--- config.mk ---
export PLATFORM = sky130hd
export DESIGN_NAME = bpc_cfg_regs
export DESIGN_NICKNAME = d
export VERILOG_FILES = /design/src/hdl/bpc_pkg.sv /design/src/hdl/bpc_cfg_regs.sv
export SDC_FILE = /design/constraint.sdc
export NUM_CORES = 1
export LEC_CHECK = 0
export BUFFER_PORTS_ARGS = -buffer_cell sky130_fd_sc_hd__buf_2
export CAP_MARGIN = 10
export CORE_MARGIN = 10
export CORE_UTILIZATION = 30
export DETAILED_ROUTE_END_ITERATION = 8
export REMOVE_ABC_BUFFERS = 1
export SLEW_MARGIN = 10
export SYNTH_ARGS = -nofsm -noshare
export SYNTH_HDL_FRONTEND = slang
export SYNTH_SLANG_ARGS = --single-unit
--- constraint.sdc ---
create_clock -name clk -period 1.2 [get_ports clk]
set_input_delay 0.06 -clock clk [delete_from_list [all_inputs] [get_ports clk]]
set_output_delay 0.06 -clock clk [all_outputs]
set_load 0.05 [all_outputs]
--- src/hdl/bpc_pkg.sv ---
// Shared types and constants for the barometric compensation pipeline.
// Used by every module under hdl; depends on nothing.
package bpc_pkg;

	localparam int unsigned COEF_W = 16;
	localparam int unsigned RAW_W  = 24;
	localparam int unsigned TEMP_W = 19;
	localparam int unsigned PRES_W = 32;
	localparam int unsigned IDX_W  = 3;

	// Temperature thresholds in 0.01 C
	localparam logic signed [19:0] TEMP_REF = 20'sd2000;
	localparam logic signed [19:0] TEMP_LOW = -20'sd1500;

	localparam logic signed [PRES_W-1:0] PRES_MAX = 32'sh7FFF_FFFF;
	localparam logic signed [PRES_W-1:0] PRES_MIN = 32'sh8000_0000;

	typedef enum logic [IDX_W-1:0] {
		REG_C1 = 3'd0,
		REG_C2 = 3'd1,
		REG_C3 = 3'd2,
		REG_C4 = 3'd3,
		REG_C5 = 3'd4,
		REG_C6 = 3'd5
	} reg_idx_t;

	typedef struct packed {
		logic [COEF_W-1:0] c1;
		logic [COEF_W-1:0] c2;
		logic [COEF_W-1:0] c3;
		logic [COEF_W-1:0] c4;
		logic [COEF_W-1:0] c5;
		logic [COEF_W-1:0] c6;
	} coef_t;

	// First-order results
	typedef struct packed {
		logic               valid;
		logic signed [19:0] temp;
		logic signed [35:0] off;
		logic signed [34:0] sens;
		logic [16:0]        t2;
		logic [RAW_W-1:0]   d1;
	} first_t;

	// Corrected temperature, offset and sensitivity
	typedef struct packed {
		logic               valid;
		logic signed [19:0] temp;
		logic signed [40:0] off;
		logic signed [40:0] sens;
		logic [RAW_W-1:0]   d1;
	} second_t;

endpackage

--- src/hdl/bpc_cfg_regs.sv ---
// Calibration word registers written through the plain write port.
// Depends on bpc_pkg.
module bpc_cfg_regs (
	input  logic                        clk,
	input  logic                        arst_n,
	input  logic                        cfg_we,
	input  logic [bpc_pkg::IDX_W-1:0]   cfg_index,
	input  logic [bpc_pkg::COEF_W-1:0]  cfg_data,
	output bpc_pkg::coef_t              coef
);
	import bpc_pkg::*;

	coef_t coef_q;

	always_ff @(posedge clk or negedge arst_n) begin
		if (!arst_n) begin
			coef_q <= '0;
		end else if (cfg_we) begin
			case (cfg_index)
				REG_C1: coef_q.c1 <= cfg_data;
				REG_C2: coef_q.c2 <= cfg_data;
				REG_C3: coef_q.c3 <= cfg_data;
				REG_C4: coef_q.c4 <= cfg_data;
				REG_C5: coef_q.c5 <= cfg_data;
				REG_C6: coef_q.c6 <= cfg_data;
				default: ; // drop writes beyond the last register
			endcase
		end
	end

	assign coef = coef_q;

endmodule

==> metrics.md <==
| Metric | Value |
|---|---|
| Outcome | completed |
| Min-delay worst type | in2reg |
| Yosys reg bits | 96 |
| Final Wtd Congestion | around 0.69 |
| Layout cells sized above 1 | 0.708 |
| Placed cells | roughly 470 |
| Setup TNS | 0 ns |
| Final setup fails | 0 |
| Kind of critical path | reg2out |
| Gr ovfl total | 0 |
| Worst setup SP type | register |
| Cell depth of the worst hold path | 2 |
| Total of max-cap violations | 0 |
| Number of DRC markers in iteration 0 | 65 |
| Synth area leader | dfrtp_1 |
| Reg2Reg Launch Point | coef[82] |
| Gate Count Post-Synth | ~210 |
| CP arrival | around 1 ns |
| Layout Cells excl Fill | 490 |
| RSZ-0062 raised after global routing | false |
| CP max stage delay | between 0.3 and 0.4 ns |
| Crit path max fanout | 2 |
| Slowest-stage cell, CP | dfrtp_1 |
| Hold_ws | between 0.02 and 0.025 ns |
| Global-route wire length before repair | ~14000 um |
| Clk sinks | 96 |
| Max reg flops | between 90 and 100 |
| Later-pin clock latency in the skew report | ~0.34 ns |
| Drt via density | roughly 4.6 |
| Buf+Inv Stages, Crit Path | 1 |
| Worst-case clock buffer depth | 2 |
| # DRC | 0 |
| PD cells | 2410 nW/um^2 |
| Crit path max-delay family | flip-flops |
| Worst Tran Pin Value | slightly above 0.5 ns |
| # nets final | 360 |
| Final WL | a little over 9000 um |
| CTS tree | done |
| Critical Path, Cell by Cell | buf_2 |
| I/O Pins | between 100 and 150 |
| Largest net degree at the start of global routing | 97 |
| Area delta synth->final | 31.4% |
| Core box area | 12000 sq um |
| Reg2reg end | coef[82] |
| Worst Path Required | ~1.1 ns |
| Area occupied by multi-input gates | between 1000 and 1500 sq um |
| Synth Cell Area | 3680 sq um |
| Final hold violations | 0 |
| Final worst path period share | 0.870 |
| Fmax | between 0.9 and 1 GHz |
| H-tree depth | 3 |
| CTS root buf | clkbuf_16 |
| Die ar. | 17100 sq um |
| Row count | 40 |
| Post-DRT Antenna Nets | 0 |
| Die Ht | roughly 130 um |
| Initial antenna violation count | 0 |
| Yosys warnings | 0 |
| Port bufs | between 100 and 150 |
| Layout Skew | 0 ns |
| All-Layer GR Usage | 0.111 |
| Register area | between 2000 and 2500 sq um |
| Post-Place Worst Slack | -0.0304 ns |
| Final Max Tran Viols | 0 |
| Top-area cell type share of the netlist area | 0.653 |
| Seq/Total Area, Yosys | 0.653 |
| Leak pwr | 2.30 nW |
| Kind of end point of the critical path | output port |
| Clk slew on worst S/H paths | ~0.060 ns |
| Fillers | ~1.2k |
| Fin crit period | approximately 1.0 ns |
| Hpwl dp | ~6700 um |
| Max_slew headroom | 0.656 |
| Initial DRT Pass Iterations | 3 |
| Die width | between 100 and 150 um |
| Hold EP | coef[75] |
| Total number of vias | 2232 |
| Start point of the worst hold path | cfg_data[11] |
| Reg2reg setup slack | roughly 0.42 ns |
| Max IR drop VDD | ~1000 uV |
| Syn_area_per_cell | between 15 and 20 sq um |
| Total CTS buffers | 9 |
| Starting Density | 0.306 |
| Inserted Diodes | 0 |
| Mean routed wirelength per cell | between 15 and 20 um |
| Fin worst setup slack | between 0.15 and 0.2 ns |
| Worst reg2reg path depth | 1 |
| Top cells by area, synth | dfrtp_1, mux2_2, buf_6 |
| Vias in the first global route | 2488 |
| Distinct cells, synth | 10 |
logic make-up (layout without fill, tap and decap cells):
group / after synthesis / in the layout / synth area share
mux: 96 / 96 / 0.294
flops: 96 / 96 / 0.653
buf+inv: 10 / 145 / 0.0282
simple gates: 6 / 6 / 0.0248
cell usage after synthesis (all sizes together):
master  instances
and4bb          3
mux2           96
nand4b          2
nor4b           1
dfrtp          96
buf            10
cell type report:
cell class / count / share of cell area
repair buffers: 129 / 0.156
flip-flops and latches: 96 / 0.497
multi-input cells: 102 / 0.243
clock inverters: 2 / 0.00725
clock buffers: 14 / 0.0588
well taps: 147 / 0.0381
worst max path at each step:
stage | to | start | cells after the start | slack, ns
6_report | coef[50] | coef[50] | 1 | 0.16
5_1_grt | coef[77] | coef[77] | 1 | 0.10
4_1_cts | coef[77] | coef[77] | 1 | 0.13
3_5_place_dp | coef[92] | cfg_index[1] | 4 | -0.03
3_3_place_gp | coef[86] | cfg_index[1] | 4 | 0.002
2_1_floorplan | coef[80] | cfg_index[1] | 2 | -0.07
layer usage:
| metal | vias to the layer above | wire (um) | track usage |
|---|---|---|---|
| met5 | - | 0 | 0 |
| li1 | 1004 | - | - |
| met4 | 0 | 93 | 0.0294 |
| met2 | 72 | 4390 | 0.173 |
| met1 | 1148 | 3970 | 0.134 |
| met3 | 8 | 848 | 0.0556 |
report_power, final:
group          switching [mW]  internal (mW)  leakage (nW)
registers               0.356           3.95          1.15
clock network            1.16           1.84         0.159
logic                    3.26           1.08         0.993
total                    4.77           6.87          2.30
stage by stage:
stage / total power, mW / cell area, sq um / utilization
final: 11.6 / 4830 / 0.402
after global routing: 12.2 / 4830 / 0.402
after CTS: 11.9 / 4830 / 0.402
after detailed placement: 8.78 / 4500 / 0.375
after global placement: 8.71 / 4500 / 0.375
after floorplan: 7.55 / 3570 / -
layout by cell type (no fill, tap or decap), drive strengths merged:
| cell type | count |
|---|---|
| and4bb | 3 |
| buf | 128 |
| bufinv | 1 |
| clkbuf | 14 |
| clkinv | 1 |
| dfrtp | 96 |
| dlygate4sd3 | 1 |
| mux2 | 96 |
| nand4b | 2 |
| nor4b | 1 |
timing repair:
action / CTS / global route
gates resized for setup: 0 / 0
hold endpoints to repair: 96 / 0
hold buffers: 1 / 0
setup buffers: 0 / 0
Power figures use the tool's default switching activity.
