[config.mk]
export PLATFORM = sky130hd
export DESIGN_NAME = bpc_pressure
export DESIGN_NICKNAME = d
export VERILOG_FILES = /design/src/hdl/bpc_pkg.sv /design/src/hdl/bpc_pressure.sv
export SDC_FILE = /design/constraint.sdc
export NUM_CORES = 2
export LEC_CHECK = 0
export BUFFER_PORTS_ARGS = -buffer_cell sky130_fd_sc_hd__buf_2
export CORE_ASPECT_RATIO = 1.5
export CORE_MARGIN = 3
export CORE_UTILIZATION = 30
export DETAILED_ROUTE_END_ITERATION = 10
export GPL_TIMING_DRIVEN = 1
export PLACE_DENSITY = 0.43
export SYNTH_ARGS = -nofsm -noshare
export SYNTH_HDL_FRONTEND = slang
export SYNTH_SLANG_ARGS = --single-unit
[constraint.sdc]
create_clock -name clk -period 3.5 [get_ports clk]
set_clock_uncertainty 0.15 [all_clocks]
set_input_delay 0.7 -clock clk [delete_from_list [all_inputs] [get_ports clk]]
set_output_delay 0.7 -clock clk [all_outputs]
set_load 0.02 [all_outputs]
[src/hdl/bpc_pkg.sv]
// Shared types and constants for the barometric compensation pipeline.
// Used by every module under hdl; depends on nothing.
package bpc_pkg;

	localparam int unsigned COEF_W = 16;
	localparam int unsigned RAW_W  = 24;
	localparam int unsigned TEMP_W = 19;
	localparam int unsigned PRES_W = 32;
	localparam int unsigned IDX_W  = 3;

	// Temperature thresholds in 0.01 C
	localparam logic signed [19:0] TEMP_REF = 20'sd2000;
	localparam logic signed [19:0] TEMP_LOW = -20'sd1500;

	localparam logic signed [PRES_W-1:0] PRES_MAX = 32'sh7FFF_FFFF;
	localparam logic signed [PRES_W-1:0] PRES_MIN = 32'sh8000_0000;

	typedef enum logic [IDX_W-1:0] {
		REG_C1 = 3'd0,
		REG_C2 = 3'd1,
		REG_C3 = 3'd2,
		REG_C4 = 3'd3,
		REG_C5 = 3'd4,
		REG_C6 = 3'd5
	} reg_idx_t;

	typedef struct packed {
		logic [COEF_W-1:0] c1;
		logic [COEF_W-1:0] c2;
		logic [COEF_W-1:0] c3;
		logic [COEF_W-1:0] c4;
		logic [COEF_W-1:0] c5;
		logic [COEF_W-1:0] c6;
	} coef_t;

	// First-order results
	typedef struct packed {
		logic               valid;
		logic signed [19:0] temp;
		logic signed [35:0] off;
		logic signed [34:0] sens;
		logic [16:0]        t2;
		logic [RAW_W-1:0]   d1;
	} first_t;

	// Corrected temperature, offset and sensitivity
	typedef struct packed {
		logic               valid;
		logic signed [19:0] temp;
		logic signed [40:0] off;
		logic signed [40:0] sens;
		logic [RAW_W-1:0]   d1;
	} second_t;

endpackage

[src/hdl/bpc_pressure.sv]
// Stages 7 to 9: raw pressure times sensitivity in two partial products,
// offset removal, scaling and saturation. Depends on bpc_pkg.
module bpc_pressure (
	input  logic                               clk,
	input  logic                               arst_n,
	input  bpc_pkg::second_t                   so,
	output logic                               done,
	output logic signed [bpc_pkg::TEMP_W-1:0]  temperature_centi,
	output logic signed [bpc_pkg::PRES_W-1:0]  pressure_centi
);
	import bpc_pkg::*;

	logic                v_s7, v_s8, v_s9;
	logic [44:0]         lo_s7;
	logic signed [44:0]  hi_s7;
	logic signed [40:0]  off_s7, off_s8;
	logic signed [19:0]  temp_s7, temp_s8;
	logic signed [45:0]  sh_s8;
	logic signed [47:0]  diff;
	logic [32:0]         pf;
	logic signed [PRES_W-1:0] pres_next, pres_s9;
	logic signed [TEMP_W-1:0] temp_s9;

	always_ff @(posedge clk or negedge arst_n) begin
		if (!arst_n) begin
			v_s7 <= 1'b0;
			v_s8 <= 1'b0;
			v_s9 <= 1'b0;
		end else begin
			v_s7 <= so.valid;
			v_s8 <= v_s7;
			v_s9 <= v_s8;
		end
	end

	always_comb begin
		diff = 48'(sh_s8) - 48'(off_s8);
		pf   = diff[47:15];
		// clamp when the scaled value leaves the signed 32-bit range
		if (pf[32] != pf[31])
			pres_next = pf[32] ? PRES_MIN : PRES_MAX;
		else
			pres_next = $signed(pf[31:0]);
	end

	always_ff @(posedge clk) begin
		lo_s7   <= so.d1 * so.sens[20:0];
		hi_s7   <= $signed({1'b0, so.d1}) * $signed(so.sens[40:21]);
		off_s7  <= so.off;
		temp_s7 <= so.temp;

		// floor of the full product over 2^21: high part plus carried low bits
		sh_s8   <= 46'(hi_s7) + $signed({22'b0, lo_s7[44:21]});
		off_s8  <= off_s7;
		temp_s8 <= temp_s7;

		pres_s9 <= pres_next;
		temp_s9 <= temp_s8[TEMP_W-1:0];
	end

	assign done              = v_s9;
	assign temperature_centi = temp_s9;
	assign pressure_centi    = pres_s9;

endmodule

==> results.tsv <==
metric	value	unit
DRT iter0 DRCs	963	
worst skew pair latency	580	ps
ANT nets after route	0	
DRT met1 WL	47700	um
Area growth syn-to-layout	27.3	%
die width	310	um
routability congestion estimate	0.829	
CTS tree	done	
standard-cell row count	166	
final hold viol count	0	
Root Driver	clkbuf_16	
Synth top area share	0.388	
IO Count	181	
metal3 WL	3090	um
via count	31100	
Final Max Slew Viols	0	
synth top area cells	fa_1 (39%), dfxtp_1 (14%), ha_1 (12%)	
gr usage total	0.176	
Top Layer Used	met5	
Worst path most repeated cell	fa_1	
sequential area share after synthesis	0.139	
CP required	3800	ps
fill count	13900	
Routed WL per cell	18.0	um
initial core utilization	0.304	
largest net degree at the start of global routing	28	
initial antenna violation count	14	
Final period util	1.93	
Mapped Area	41700	um^2
Synth Register Bits	289	
Syn Inst Count	4485	
most frequent cell after synthesis	inv_1	
synth unique cells	82	
CP max FO	4	
Hold Path Class	primary input to flip-flop	
Final Setup Violations	64	
most area-hungry cell type in the Yosys netlist	fa_1	
post-synthesis async set-or-reset flop share	0.0104	
final WL	126000	um
Die Ht	463	um
core area	137000	um^2
Syn. warnings	0	
first-pass GRT wire length	197000	um
syn avg cell area	9.29	um^2
CP startpoint kind	primary input	
RSZ-0062 raised after global routing	yes	
number of global-route vias before repair	35400	
CTS max path bufs	3	
R2R setup slack	180	ps
clock sink count	289	
DRC	0	
failing checks	negative setup slack	
slew margin rel.	0.389	
EDFF count, synth	0	
critical path arrival	7040	ps
top cells by count, synth	inv_1 (981), fa_1 (808), nand2_1 (522), and2_1 (518), ha_1 (402)	
slew at the pin closest to its max-slew limit	913	ps
DR pass1 iterations	4	
share of layout cells above drive strength 1	0.228	
slowest cell on the critical path	fa_1	
CTS H-tree depth	1	
fin area	53100	um^2
via/cell ratio	4.46	
CP endpoint kind	flip-flop	
final worst slack	-3240	ps
GR Overflow Total	0	
DP HPWL	106000	um
DR WL met2	71300	um
crit path time final	6740	ps
maxcap violations	0	
critical path class	primary input to flip-flop	
Post-DP Area	49200	um^2
Max Freq	148	MHz
slowest stage delay, CP	540	ps
CTS Buf Count	29	
status	complete, but fails checks	
Most used DFF post-synth	dfxtp_1	
Worst-path clk slew	70	ps
final-stage net count	6445	
syn nets	5824	
Die ar.	144000	um^2
I/O Buffers	179	
[per-stage QoR]
step           worst slack, ps  std cells  setup TNS, ps   util  hold slack (ps)
2_1_floorplan            -3410       4485        -168020      -              160
3_3_place_gp             -4200       6837        -226100  0.358              160
5_1_grt                  -3420       6977        -181930  0.386             39.8
3_5_place_dp             -4270       6837        -228460  0.358              162
6_report                 -3240       6981        -172290  0.386             74.9
4_1_cts                  -3290       6946        -170640  0.379             30.2
[layer usage]
metal  up-vias  GRT usage
li1      14700          -
met1     15800      0.193
met2       434      0.359
met3       141     0.0115
met4         2     0.0436
met5         -          0
[worst paths after layout]
path	start	to	cells past startpoint
max in group asynchronous	arst_n	v_s7	2
min	so[116]	temp_s7[10]	1
min reg2reg	off_s7[40]	off_s8[40]	0
max reg2reg	off_s8[22]	pressure_centi[28]	10
min in group asynchronous	arst_n	v_s8	2
max	so[10]	lo_s7[43]	27
[cell type report]
cell class	count	area (um^2)	area share
multi-input combinational	3021	33400	0.629
timing repair buffer	784	6860	0.129
sequential	289	5800	0.109
inverter	981	3690	0.0695
tap	1848	2310	0.0436
clock buffer	32	757	0.0143
clock inverter	22	263	0.00495
antenna	4	10.0	0.000189
[cell usage in the layout, fill, tap and decap left out, types with 54 or more instances in the layout]
cell type    n
buf_12      54
a21oi_1    102
buf_6       78
ha_1       354
fa_1       771
and2_1     479
dfxtp_1    286
nand2_1    502
inv_1      944
buf_2      135
buf_4      491
xor2_1      57
nor2_1      68
[worst max-delay path, delay by kind of cell]
| kind | cells | cell delay (ps) |
|---|---|---|
| buffers and inverters | 9 | 910 |
| adders and majority gates | 8 | 3710 |
| AOI/OAI and AO/OA | 9 | 1600 |
| and+or+nand+nor | 1 | 130 |
[timing repair]
item	in CTS	in global routing
hold endpoints to repair	3	0
hold buffers	1	0
setup endpoints to repair	64	66
setup buffers	61	43
pin swaps	149	92
gates resized for setup	298	148
cloned	7	3
[registers in the layout, summed over array words and instances (netlist names)]
name,flops
off_s7,41
v_s7,1
lo_s7,24
pressure_centi,32
hi_s7,45
temperature_centi,19
temp_s8,19
done,1
temp_s7,19
v_s8,1
off_s8,41
sh_s8,46
[cell families after synthesis]
| kind of cell | count (synthesis) | synth area share |
|---|---|---|
| AO/OA/AOI/OAI | 404 | 0.0636 |
| XOR/XNOR | 128 | 0.0269 |
| adder cells (fa/ha/maj) | 1210 | 0.509 |
| buffers and inverters | 1175 | 0.106 |
| flip-flops | 289 | 0.139 |
| multiplexers | 1 | 0.000240 |
| AND/OR/NAND/NOR | 1278 | 0.156 |
Power is left out: the tool's default activity adds up to more than one toggle a clock period on the data nets, which glitch-free logic cannot reach.
