File: src/hdl/bpc_pkg.sv
// Shared types and constants for the barometric compensation pipeline.
// Used by every module under hdl; depends on nothing.
package bpc_pkg;

	localparam int unsigned COEF_W = 16;
	localparam int unsigned RAW_W  = 24;
	localparam int unsigned TEMP_W = 19;
	localparam int unsigned PRES_W = 32;
	localparam int unsigned IDX_W  = 3;

	// Temperature thresholds in 0.01 C
	localparam logic signed [19:0] TEMP_REF = 20'sd2000;
	localparam logic signed [19:0] TEMP_LOW = -20'sd1500;

	localparam logic signed [PRES_W-1:0] PRES_MAX = 32'sh7FFF_FFFF;
	localparam logic signed [PRES_W-1:0] PRES_MIN = 32'sh8000_0000;

	typedef enum logic [IDX_W-1:0] {
		REG_C1 = 3'd0,
		REG_C2 = 3'd1,
		REG_C3 = 3'd2,
		REG_C4 = 3'd3,
		REG_C5 = 3'd4,
		REG_C6 = 3'd5
	} reg_idx_t;

	typedef struct packed {
		logic [COEF_W-1:0] c1;
		logic [COEF_W-1:0] c2;
		logic [COEF_W-1:0] c3;
		logic [COEF_W-1:0] c4;
		logic [COEF_W-1:0] c5;
		logic [COEF_W-1:0] c6;
	} coef_t;

	// First-order results
	typedef struct packed {
		logic               valid;
		logic signed [19:0] temp;
		logic signed [35:0] off;
		logic signed [34:0] sens;
		logic [16:0]        t2;
		logic [RAW_W-1:0]   d1;
	} first_t;

	// Corrected temperature, offset and sensitivity
	typedef struct packed {
		logic               valid;
		logic signed [19:0] temp;
		logic signed [40:0] off;
		logic signed [40:0] sens;
		logic [RAW_W-1:0]   d1;
	} second_t;

endpackage

File: src/hdl/bpc_first_order.sv
// Stages 1 to 3: temperature difference, coefficient products and
// first-order temperature, offset and sensitivity. Depends on bpc_pkg.
module bpc_first_order (
	input  logic                        clk,
	input  logic                        arst_n,
	input  logic                        in_valid,
	input  logic [bpc_pkg::RAW_W-1:0]   pressure_raw,
	input  logic [bpc_pkg::RAW_W-1:0]   temp_raw,
	input  bpc_pkg::coef_t              coef,
	output bpc_pkg::first_t             fo
);
	import bpc_pkg::*;

	logic                v_s1, v_s2, v_s3;
	logic [RAW_W-1:0]    d1_s1, d1_s2, d1_s3;
	logic signed [24:0]  dt_s1;
	logic signed [24:0]  dt_next;
	logic signed [41:0]  tc_s2, offp_s2, snp_s2;
	logic signed [49:0]  sq_s2;
	logic signed [19:0]  temp_s3, temp_next;
	logic signed [35:0]  off_s3, off_next;
	logic signed [34:0]  sens_s3, sens_next;
	logic [16:0]         t2_s3;

	always_ff @(posedge clk or negedge arst_n) begin
		if (!arst_n) begin
			v_s1 <= 1'b0;
			v_s2 <= 1'b0;
			v_s3 <= 1'b0;
		end else begin
			v_s1 <= in_valid;
			v_s2 <= v_s1;
			v_s3 <= v_s2;
		end
	end

	always_comb begin
		dt_next   = $signed({1'b0, temp_raw}) - $signed({1'b0, coef.c5, 8'h00});
		temp_next = 20'($signed(tc_s2[41:23])) + TEMP_REF;
		off_next  = $signed({4'b0, coef.c2, 16'h0000}) + 36'($signed(offp_s2[41:7]));
		sens_next = $signed({4'b0, coef.c1, 15'h0000}) + 35'($signed(snp_s2[41:8]));
	end

	always_ff @(posedge clk) begin
		d1_s1   <= pressure_raw;
		dt_s1   <= dt_next;

		d1_s2   <= d1_s1;
		tc_s2   <= dt_s1 * $signed({1'b0, coef.c6});
		offp_s2 <= dt_s1 * $signed({1'b0, coef.c4});
		snp_s2  <= dt_s1 * $signed({1'b0, coef.c3});
		sq_s2   <= dt_s1 * dt_s1;

		d1_s3   <= d1_s2;
		temp_s3 <= temp_next;
		off_s3  <= off_next;
		sens_s3 <= sens_next;
		// square is never negative, so the floor is a plain bit select
		t2_s3   <= sq_s2[47:31];
	end

	always_comb begin
		fo.valid = v_s3;
		fo.temp  = temp_s3;
		fo.off   = off_s3;
		fo.sens  = sens_s3;
		fo.t2    = t2_s3;
		fo.d1    = d1_s3;
	end

endmodule

File: config.mk
export PLATFORM = sky130hd
export DESIGN_NAME = bpc_first_order
export DESIGN_NICKNAME = d
export VERILOG_FILES = /design/src/hdl/bpc_pkg.sv /design/src/hdl/bpc_first_order.sv
export SDC_FILE = /design/constraint.sdc
export NUM_CORES = 2
export LEC_CHECK = 0
export BUFFER_PORTS_ARGS = -buffer_cell sky130_fd_sc_hd__buf_2
export CAP_MARGIN = 5
export CORE_MARGIN = 2
export CORE_UTILIZATION = 45
export DETAILED_ROUTE_END_ITERATION = 8
export GPL_TIMING_DRIVEN = 0
export HOLD_SLACK_MARGIN = 0.03
export PLACE_DENSITY = 0.69
export SLEW_MARGIN = 30
export SYNTH_ARGS = -nofsm -noshare
export SYNTH_HDL_FRONTEND = slang
export SYNTH_SLANG_ARGS = --single-unit
File: constraint.sdc
create_clock -name clk -period 13.4 [get_ports clk]
set_clock_uncertainty 0.15 [all_clocks]
set_input_delay 1.34 -clock clk [delete_from_list [all_inputs] [get_ports clk]]
set_output_delay 1.34 -clock clk [all_outputs]
set_load 0.01 [all_outputs]
==> impl_metrics.toml <==
[status]
status = "finished clean"

[drt]
wirelength_met1_um = 80100
drt_iter0_markers = 3912
drt-total-wl_um = 213000
drtPass1Iterations = 6
routed.top_layer = "met5"
dr_total_vias = 50100
wl_per_cell_um = 21.9
met3_length_um = 22100
drtAntennaViolNets = 0
viasPerCell = 5.17
met2_wirelength_um = 97200
route.detailed.drc = 0

[sta]
max_freq_mhz = 103
min_period_ps = 9710
setup-violations-final = 0
min_period_over_period_pct = 72.5
worst_slew_pin_slew_ps = 1140
hold_viol = 0
slew_violations = 0
fin_setup_tns_ps = 0
slew_headroom_pct = 23.7
rsz0062_at_grt = "false"

[critical_path]
required_ps = 13740
arrival_ps = 10060
path_class = "reg2reg"
crit_fanout = 10
cp_top_family = "adder cells"
cp_common_cell = "fa_1"
worst_setup_path_start_kind = "flip-flop"
critPathCaptureType = "flip-flop"
cpPeakStageDelay_ps = 880
slowest_stage = "clkbuf_1"
critical_path_buf_inv_count = 8

[logic_synthesis]
ys_types = 83
synth_top_area_share_pct = 50.7
synth_area_leaders = "fa_1 51%, inv_1 11%, dfxtp_1 8.9%, ha_1 8.9%, and2_1 5.2%"
syn_nets = 9694
synth-async-reset-ratio_pct = 0.958
yosys_warnings = 0
synth-seq-cells = 313
netlist_instances = 7292
yosysSeqAreaShare_pct = 9.04
syn_area_sq_um = 69500
yosysTopAreaCell = "fa_1"
synth-edff-count = 0
synth_flop_cell = "dfxtp_1"
syn_avg_cell_area_sq_um = 9.53

[die]
placementRows = 144
dieHeight_um = 397
core_sq_um = 154000
start_util_pct = 45.2
die_area_sq_um = 158000
fp.dieW_um = 397
ios = 280

[placed_design]
gp_congestion = 1.04
dp_hpwl_um = 180000
port_buffers = 261

[global_route]
grt_max_degree = 15
grt_pass1_vias = 54300
antenna_found_initial = 40
track_usage_pct = 27.9
grt_pass1_wl_um = 324000
grt-ovfl-total = 0

[layout]
nNetsFinal = 9999
drive_gt1_share_pct = 5.85
syn_to_final_growth_pct = 7.86

[clocking]
clk_latency_ps = 650
post-cts-setup-buffers = 0
cts-resized-gates = 0
cts_tree = "done"
cts_made_buffers = 39
path_clk_slew_ps = 60
cts_hold_buf = 0
clkSinkCount = 313
cts-htree-levels = 2
cts_root_buf = "clkbuf_16"
cts.path.max_buffers = 3

[flow_run]
maxCapViolCount = 0

[min_path]
hold_class = "reg2reg"
## layout make-up
type	instances	area, sq um
multi-input combinational	4640	54400
clock inverter	24	318
tap	2044	2560
timing repair buffer	264	1360
clock buffer	48	1100
antenna	19	47.5
buffer	313	1270
inverter	2026	7600
sequential	313	6280
fill	14500	78700
## synthesized netlist by cell type (45+ instances only)
master / n
xor2_1: 45
ha_1: 495
inv_1: 2024
clkbuf_1: 308
o21ai_0: 47
xnor2_1: 150
and2_1: 577
nor2b_1: 48
fa_1: 1760
nand2_1: 959
nor2_1: 127
dfxtp_1: 310
a21oi_1: 91
## routing by layer
metal	track usage, %	vias up
li1	-	21400
met1	34.8	25800
met2	44.4	2266
met3	7.70	584
met4	14.2	14
met5	0	-
## final timing paths
check | start | endpoint | slack (ps) | cells past startpoint
worst max-delay path | dt_s1[18] | sq_s2[47] | 3690 | 27
worst max register to register | dt_s1[18] | sq_s2[47] | 3690 | 27
worst min-delay path | d1_s1[15] | d1_s2[15] | 120 | 0
worst min register to register | d1_s1[15] | d1_s2[15] | 120 | 0
max in group asynchronous | arst_n | v_s2 | 12670 | 1
min in group asynchronous | arst_n | v_s1 | 320 | 1
## per-stage QoR
stage | hold WS (ps) | util (%) | std cells | instance area [sq um] | worst slack [ps]
finish | 117 | 48.8 | 9691 | 75000 | 3690
floorplan | 160 | - | 7292 | 69500 | 6090
global placement | 160 | 47.7 | 9597 | 73400 | 3240
detailed placement | 162 | 47.8 | 9600 | 73500 | 3760
CTS | 89.5 | 48.7 | 9672 | 74900 | 3630
global route | 109 | 48.8 | 9675 | 74900 | 3390
## worst register-to-register path: stages, from the launching register on
cell,delay [ps]
dfxtp_1,430
clkbuf_1,620
clkbuf_1,650
clkbuf_1,880
nand2_1,160
fa_1,540
inv_1,90
fa_1,580
inv_1,70
fa_1,460
fa_1,510
inv_1,50
fa_1,490
fa_1,490
inv_1,50
fa_1,480
inv_1,40
ha_1,280
and3_1,180
nand3_1,120
a211o_1,340
a31oi_1,730
o311ai_4,220
a211oi_2,340
nor2_2,80
o2111ai_1,290
a21oi_1,130
xnor2_1,130
## layout by cell type, fill, tap and decap left out, types with 34 or more instances in the layout
master / n
buf_2: 262
clkbuf_16: 40
o21ai_0: 47
clkbuf_2: 65
nor2b_1: 48
nor2_1: 127
a21o_1: 41
dfxtp_1: 310
fa_1: 1760
a21oi_1: 91
nand3_1: 34
xnor2_1: 150
and2_1: 577
nand2_1: 959
xor2_1: 45
inv_1: 2024
clkbuf_1: 245
ha_1: 495
## registers in the layout (all words and copies together) (netlist names)
register and count:
d1_s1 24, temp_s3 20, v_s2 1, tc_s2 19, t2_s3 17, d1_s3 24
snp_s2 34, offp_s2 35, v_s1 1, sq_s2 17, v_s3 1, dt_s1 25
sens_s3 35, d1_s2 24, off_s3 36
## cells by family (layout without fill, tap and decap cells)
group | Yosys count | in the layout | synth area share [%]
compound gates | 334 | 334 | 3.50
simple gates | 1855 | 1855 | 12.7
xor+xnor | 195 | 195 | 2.46
fa+ha+maj | 2255 | 2255 | 59.6
buf+inv | 2339 | 2675 | 12.6
flops | 313 | 313 | 9.04
other cells | 0 | 19 | 0
mux | 1 | 1 | 0.0144
Power is left out: the tool's default activity adds up to more than one toggle a clock period on the data nets, which glitch-free logic cannot reach.
