===== src/hdl/bpc_pkg.sv =====
// Shared types and constants for the barometric compensation pipeline.
// Used by every module under hdl; depends on nothing.
package bpc_pkg;

	localparam int unsigned COEF_W = 16;
	localparam int unsigned RAW_W  = 24;
	localparam int unsigned TEMP_W = 19;
	localparam int unsigned PRES_W = 32;
	localparam int unsigned IDX_W  = 3;

	// Temperature thresholds in 0.01 C
	localparam logic signed [19:0] TEMP_REF = 20'sd2000;
	localparam logic signed [19:0] TEMP_LOW = -20'sd1500;

	localparam logic signed [PRES_W-1:0] PRES_MAX = 32'sh7FFF_FFFF;
	localparam logic signed [PRES_W-1:0] PRES_MIN = 32'sh8000_0000;

	typedef enum logic [IDX_W-1:0] {
		REG_C1 = 3'd0,
		REG_C2 = 3'd1,
		REG_C3 = 3'd2,
		REG_C4 = 3'd3,
		REG_C5 = 3'd4,
		REG_C6 = 3'd5
	} reg_idx_t;

	typedef struct packed {
		logic [COEF_W-1:0] c1;
		logic [COEF_W-1:0] c2;
		logic [COEF_W-1:0] c3;
		logic [COEF_W-1:0] c4;
		logic [COEF_W-1:0] c5;
		logic [COEF_W-1:0] c6;
	} coef_t;

	// First-order results
	typedef struct packed {
		logic               valid;
		logic signed [19:0] temp;
		logic signed [35:0] off;
		logic signed [34:0] sens;
		logic [16:0]        t2;
		logic [RAW_W-1:0]   d1;
	} first_t;

	// Corrected temperature, offset and sensitivity
	typedef struct packed {
		logic               valid;
		logic signed [19:0] temp;
		logic signed [40:0] off;
		logic signed [40:0] sens;
		logic [RAW_W-1:0]   d1;
	} second_t;

endpackage


===== src/hdl/bpc_second_order.sv =====
// Stages 4 to 6: low-temperature correction of temperature, offset and
// sensitivity. Depends on bpc_pkg.
module bpc_second_order (
	input  logic              clk,
	input  logic              arst_n,
	input  bpc_pkg::first_t   fo,
	output bpc_pkg::second_t  so
);
	import bpc_pkg::*;

	logic                v_s4, v_s5, v_s6;
	logic signed [19:0]  t_c, u_c;
	logic signed [39:0]  tt_full, uu_full;
	logic [34:0]         tt_s4, uu_s4;
	logic                lt_ref_s4, lt_low_s4;
	logic signed [19:0]  temp_s4, temp_s5, temp_s6;
	logic signed [35:0]  off_s4, off_s5;
	logic signed [34:0]  sens_s4, sens_s5;
	logic [16:0]         t2_s4;
	logic [RAW_W-1:0]    d1_s4, d1_s5, d1_s6;
	logic [37:0]         five_tt;
	logic [37:0]         seven_uu;
	logic [38:0]         eleven_uu;
	logic [38:0]         off2_next, sens2_next, off2_s5, sens2_s5;
	logic signed [19:0]  temp_next;
	logic signed [40:0]  off_s6, sens_s6;

	always_ff @(posedge clk or negedge arst_n) begin
		if (!arst_n) begin
			v_s4 <= 1'b0;
			v_s5 <= 1'b0;
			v_s6 <= 1'b0;
		end else begin
			v_s4 <= fo.valid;
			v_s5 <= v_s4;
			v_s6 <= v_s5;
		end
	end

	always_comb begin
		t_c     = fo.temp - TEMP_REF;
		u_c     = fo.temp - TEMP_LOW;
		tt_full = t_c * t_c;
		uu_full = u_c * u_c;

		five_tt   = {1'b0, tt_s4, 2'b00} + {3'b000, tt_s4};
		seven_uu  = {uu_s4, 3'b000} - {3'b000, uu_s4};
		eleven_uu = {1'b0, uu_s4, 3'b000} + {3'b000, uu_s4, 1'b0} + {4'b0000, uu_s4};

		off2_next  = '0;
		sens2_next = '0;
		temp_next  = temp_s4;
		if (lt_ref_s4) begin
			off2_next  = {2'b00, five_tt[37:1]};
			sens2_next = {3'b000, five_tt[37:2]};
			temp_next  = temp_s4 - $signed({3'b000, t2_s4});
			// extra term below the low threshold
			if (lt_low_s4) begin
				off2_next  = off2_next + {1'b0, seven_uu};
				sens2_next = sens2_next + {1'b0, eleven_uu[38:1]};
			end
		end
	end

	always_ff @(posedge clk) begin
		tt_s4     <= tt_full[34:0];
		uu_s4     <= uu_full[34:0];
		lt_ref_s4 <= fo.temp < TEMP_REF;
		lt_low_s4 <= fo.temp < TEMP_LOW;
		temp_s4   <= fo.temp;
		off_s4    <= fo.off;
		sens_s4   <= fo.sens;
		t2_s4     <= fo.t2;
		d1_s4     <= fo.d1;

		off2_s5   <= off2_next;
		sens2_s5  <= sens2_next;
		temp_s5   <= temp_next;
		off_s5    <= off_s4;
		sens_s5   <= sens_s4;
		d1_s5     <= d1_s4;

		off_s6    <= 41'(off_s5) - $signed({2'b00, off2_s5});
		sens_s6   <= 41'(sens_s5) - $signed({2'b00, sens2_s5});
		temp_s6   <= temp_s5;
		d1_s6     <= d1_s5;
	end

	always_comb begin
		so.valid = v_s6;
		so.temp  = temp_s6;
		so.off   = off_s6;
		so.sens  = sens_s6;
		so.d1    = d1_s6;
	end

endmodule


===== config.mk =====
export PLATFORM = sky130hd
export DESIGN_NAME = bpc_second_order
export DESIGN_NICKNAME = d
export VERILOG_FILES = /design/src/hdl/bpc_pkg.sv /design/src/hdl/bpc_second_order.sv
export SDC_FILE = /design/constraint.sdc
export NUM_CORES = 2
export LEC_CHECK = 0
export BUFFER_PORTS_ARGS = -buffer_cell sky130_fd_sc_hd__buf_4
export CORE_ASPECT_RATIO = 0.9
export CORE_MARGIN = 3
export CORE_UTILIZATION = 50
export CTS_BUF_LIST = sky130_fd_sc_hd__clkbuf_4 sky130_fd_sc_hd__clkbuf_8
export CTS_CLUSTER_SIZE = 40
export DETAILED_ROUTE_END_ITERATION = 12
export PLACE_DENSITY_LB_ADDON = 0.12
export SYNTH_ARGS = -nofsm -noshare
export SYNTH_HDL_FRONTEND = slang
export SYNTH_SLANG_ARGS = --single-unit

===== constraint.sdc =====
create_clock -name clk -period 6 [get_ports clk]
set_input_delay 1.2 -clock clk [delete_from_list [all_inputs] [get_ports clk]]
set_output_delay 1.2 -clock clk [all_outputs]
set_load 0.03 [all_outputs]

==> results.py <==
metrics = {
    "run_status": {
        "status": "finished with violations",
        "violations": "negative setup slack",
    },
    "detailed_routing": {
        "ant_nets": 0,
        "drc": 0,
        "num_vias": 39500,
        "via_per_inst": 5.10,
        "drt-total-wl_um": 133000,
        "drt_iter0_drc": 2160,
        "drt_first_pass_iters": 6,
        "wl_per_cell_um": 17.2,
    },
    "cells_and_area": {
        "layout_common_cells": "inv_1, buf_4, fa_1",
        "nNetsFinal": 7654,
        "drive_above_1_share_pct": 23.8,
        "fin_cells": 7733,
        "area.sequential_um2": 10400,
        "fill_cells": 8326,
        "final_area_um2": 63200,
        "final_common_cell": "inv_1",
        "multiInputGateArea_um2": 37300,
        "syn_to_final_growth_pct": 26.0,
    },
    "placement": {
        "postPlaceCellArea_um2": 58600,
        "dp.cells": 7488,
        "io_buffers": 261,
        "gp_congestion": 0.962,
        "place.detailed.hpwl_um": 111000,
    },
    "sta": {
        "setup_violations": 50,
        "rsz0062_at_grt": "true",
        "skew_ns": 0.0666,
        "max-slew-margin-rel_pct": 21.1,
        "fin_crit_ns": 8.03,
        "finalHoldViolations": 0,
        "slew_viol_final": 0,
        "timing.fmax_ghz": 0.124,
        "min_period_over_period_pct": 134,
        "worst_pin_slew_ns": 1.17,
        "setup_slack_ns": -2.03,
    },
    "worst_setup_path": {
        "path_buf_inv": 7,
        "rr_startpoint": "uu_s4[2]$_DFF_P_",
        "timing.rr.end": "sens2_s5[29]$_SDFF_PN0_",
        "cp.arrival_ns": 8.67,
        "startpoint_type": "primary input",
        "max_stage_delay_ns": 0.53,
        "required_ns": 6.63,
        "crit_slowest_cell": "fa_1",
        "reg2reg_depth": 23,
        "crit_family": "adder cells",
        "cp_common_cell": "fa_1",
        "end_kind": "register",
        "r2r_setup_slack_ns": 0.27,
        "critPathKind": "in2reg",
        "path_max_fanout": 6,
    },
    "yosys": {
        "synthesis.area_um2": 50200,
        "ys_seq_elements": 520,
        "ys_types": 96,
        "ys_async_sr_fraction_pct": 0.577,
        "seq_area_frac_synth_pct": 20.8,
        "syn_nets": 6696,
        "synth_area_per_cell_um2": 9.34,
        "synth-edff-count": 0,
        "syn_inst": 5376,
        "yosysWarnings": 0,
        "synth-main-ff-cell": "dfxtp_1",
    },
    "grt": {
        "grt_remaining_overflow": 0,
        "grt_usage_pct": 25.7,
        "grt_pass1_wl_um": 215000,
        "grt_max_degree": 70,
        "grt_pass1_vias": 41400,
        "antenna_found_initial": 5,
    },
    "die": {
        "io_pins": 262,
        "dieWidth_um": 340,
        "start_util_pct": 50.8,
        "die_h_um": 307,
        "rows": 109,
        "core_um2": 98900,
        "dieArea_um2": 104000,
    },
    "clocking": {
        "clock_latency_ns": 0.73,
        "clockBufferDepth": 3,
        "cts_tree": "done",
        "cts_hold_buffers": 0,
        "htreeDepth": 3,
        "cts_buffers": 84,
        "clock-sinks": 520,
        "cts_root_buf": "clkbuf_8",
        "cts.reportedPaths.clkPinSlew_ns": 0.07,
    },
    "min_path": {
        "worstHoldPathType": "in2async",
    },
    "job": {
        "maxCapViolations": 0,
    },
}
## synth_stat cells, drive strengths merged (16+ instances only)
master / instances / share of area [%]
fa: 722 / 29
inv: 1100 / 8.2
dfxtp: 517 / 21
o21ai: 174 / 1.8
a21oi: 296 / 3.0
o21bai: 32 / 0.48
ha: 463 / 12
a31oi: 25 / 0.31
a211oi: 32 / 0.49
nor2: 378 / 2.8
nand2b: 62 / 0.77
a21o: 135 / 2.0
xnor2: 246 / 4.3
buf: 16 / 0.15
clkbuf: 78 / 0.58
o21a: 72 / 1.1
nand4: 22 / 0.27
nand2: 321 / 2.4
and3: 26 / 0.32
nor3: 59 / 0.62
and2: 69 / 0.86
nand3: 65 / 0.65
or3: 16 / 0.20
o211ai: 22 / 0.33
xor2: 113 / 2.0
nor2b: 51 / 0.64
o31ai: 17 / 0.27
## metal layers
metal  track usage, %  part of all wire [%]
met3             3.77                   5.6
met2             43.3                    47
met4             7.94                   3.5
met1             34.4                    44
met5                0                     0
## final cells by class
cell class,instances,area share (%)
sequential,520,16.5
antenna,2,0.00791
tap,1332,2.64
multi-input combinational,3660,58.9
clock inverter,27,0.536
timing repair buffer,966,12.3
inverter,1102,6.62
clock buffer,124,2.52
## kinds of logic after synthesis
| group | share of synthesized area [%] |
|---|---|
| buffers and inverters | 8.98 |
| adders and majority gates | 40.3 |
| and+or+nand+nor | 10.7 |
| AOI/OAI and AO/OA | 12.6 |
| DFF | 20.8 |
| xor gates and xnor gates | 6.28 |
| muxes | 0.339 |
| other | 0.00747 |
## timing repair
item	in CTS	in global routing
setup buffers	68	45
pin swaps	190	164
cloned	0	0
resized for setup	254	209
setup endpoints to repair	51	60
## stage by stage
stage | setup slack (ns) | util (%) | setup TNS, ns | hold WS [ns]
2_1_floorplan | -2.48 | - | -82.40 | 0.310
3_5_place_dp | -3.11 | 59.3 | -116.01 | 0.312
3_3_place_gp | -3.02 | 59.3 | -112.20 | 0.310
4_1_cts | -1.90 | 62.8 | -56.77 | 0.222
5_1_grt | -2.32 | 64.0 | -75.20 | 0.238
6_report | -2.03 | 64.0 | -64.19 | 0.288
## worst max-delay path by stage
stage / from / endpoint / slack [ns] / cells past startpoint
4_1_cts: fo[116] / uu_s4[34]$_DFF_P_ / -1.90 / 35
3_5_place_dp: fo[114] / uu_s4[34]$_DFF_P_ / -3.11 / 30
3_3_place_gp: fo[114] / uu_s4[34]$_DFF_P_ / -3.02 / 31
2_1_floorplan: fo[116] / uu_s4[34]$_DFF_P_ / -2.48 / 36
6_report: fo[116] / uu_s4[34]$_DFF_P_ / -2.03 / 33
5_1_grt: fo[116] / uu_s4[34]$_DFF_P_ / -2.32 / 34
## flip-flops by register name (all words and copies together) (netlist names), 24 cells and up
name      count
sens_s5      35
off_s4       36
tt_s4        32
off_s6       41
uu_s4        33
d1_s4        24
sens_s6      41
off_s5       36
sens_s4      35
d1_s6        24
d1_s5        24
off2_s5      39
sens2_s5     38
Power is not shown: default switching activity piles up to over one toggle a cycle in this logic, so the estimate is an artifact.
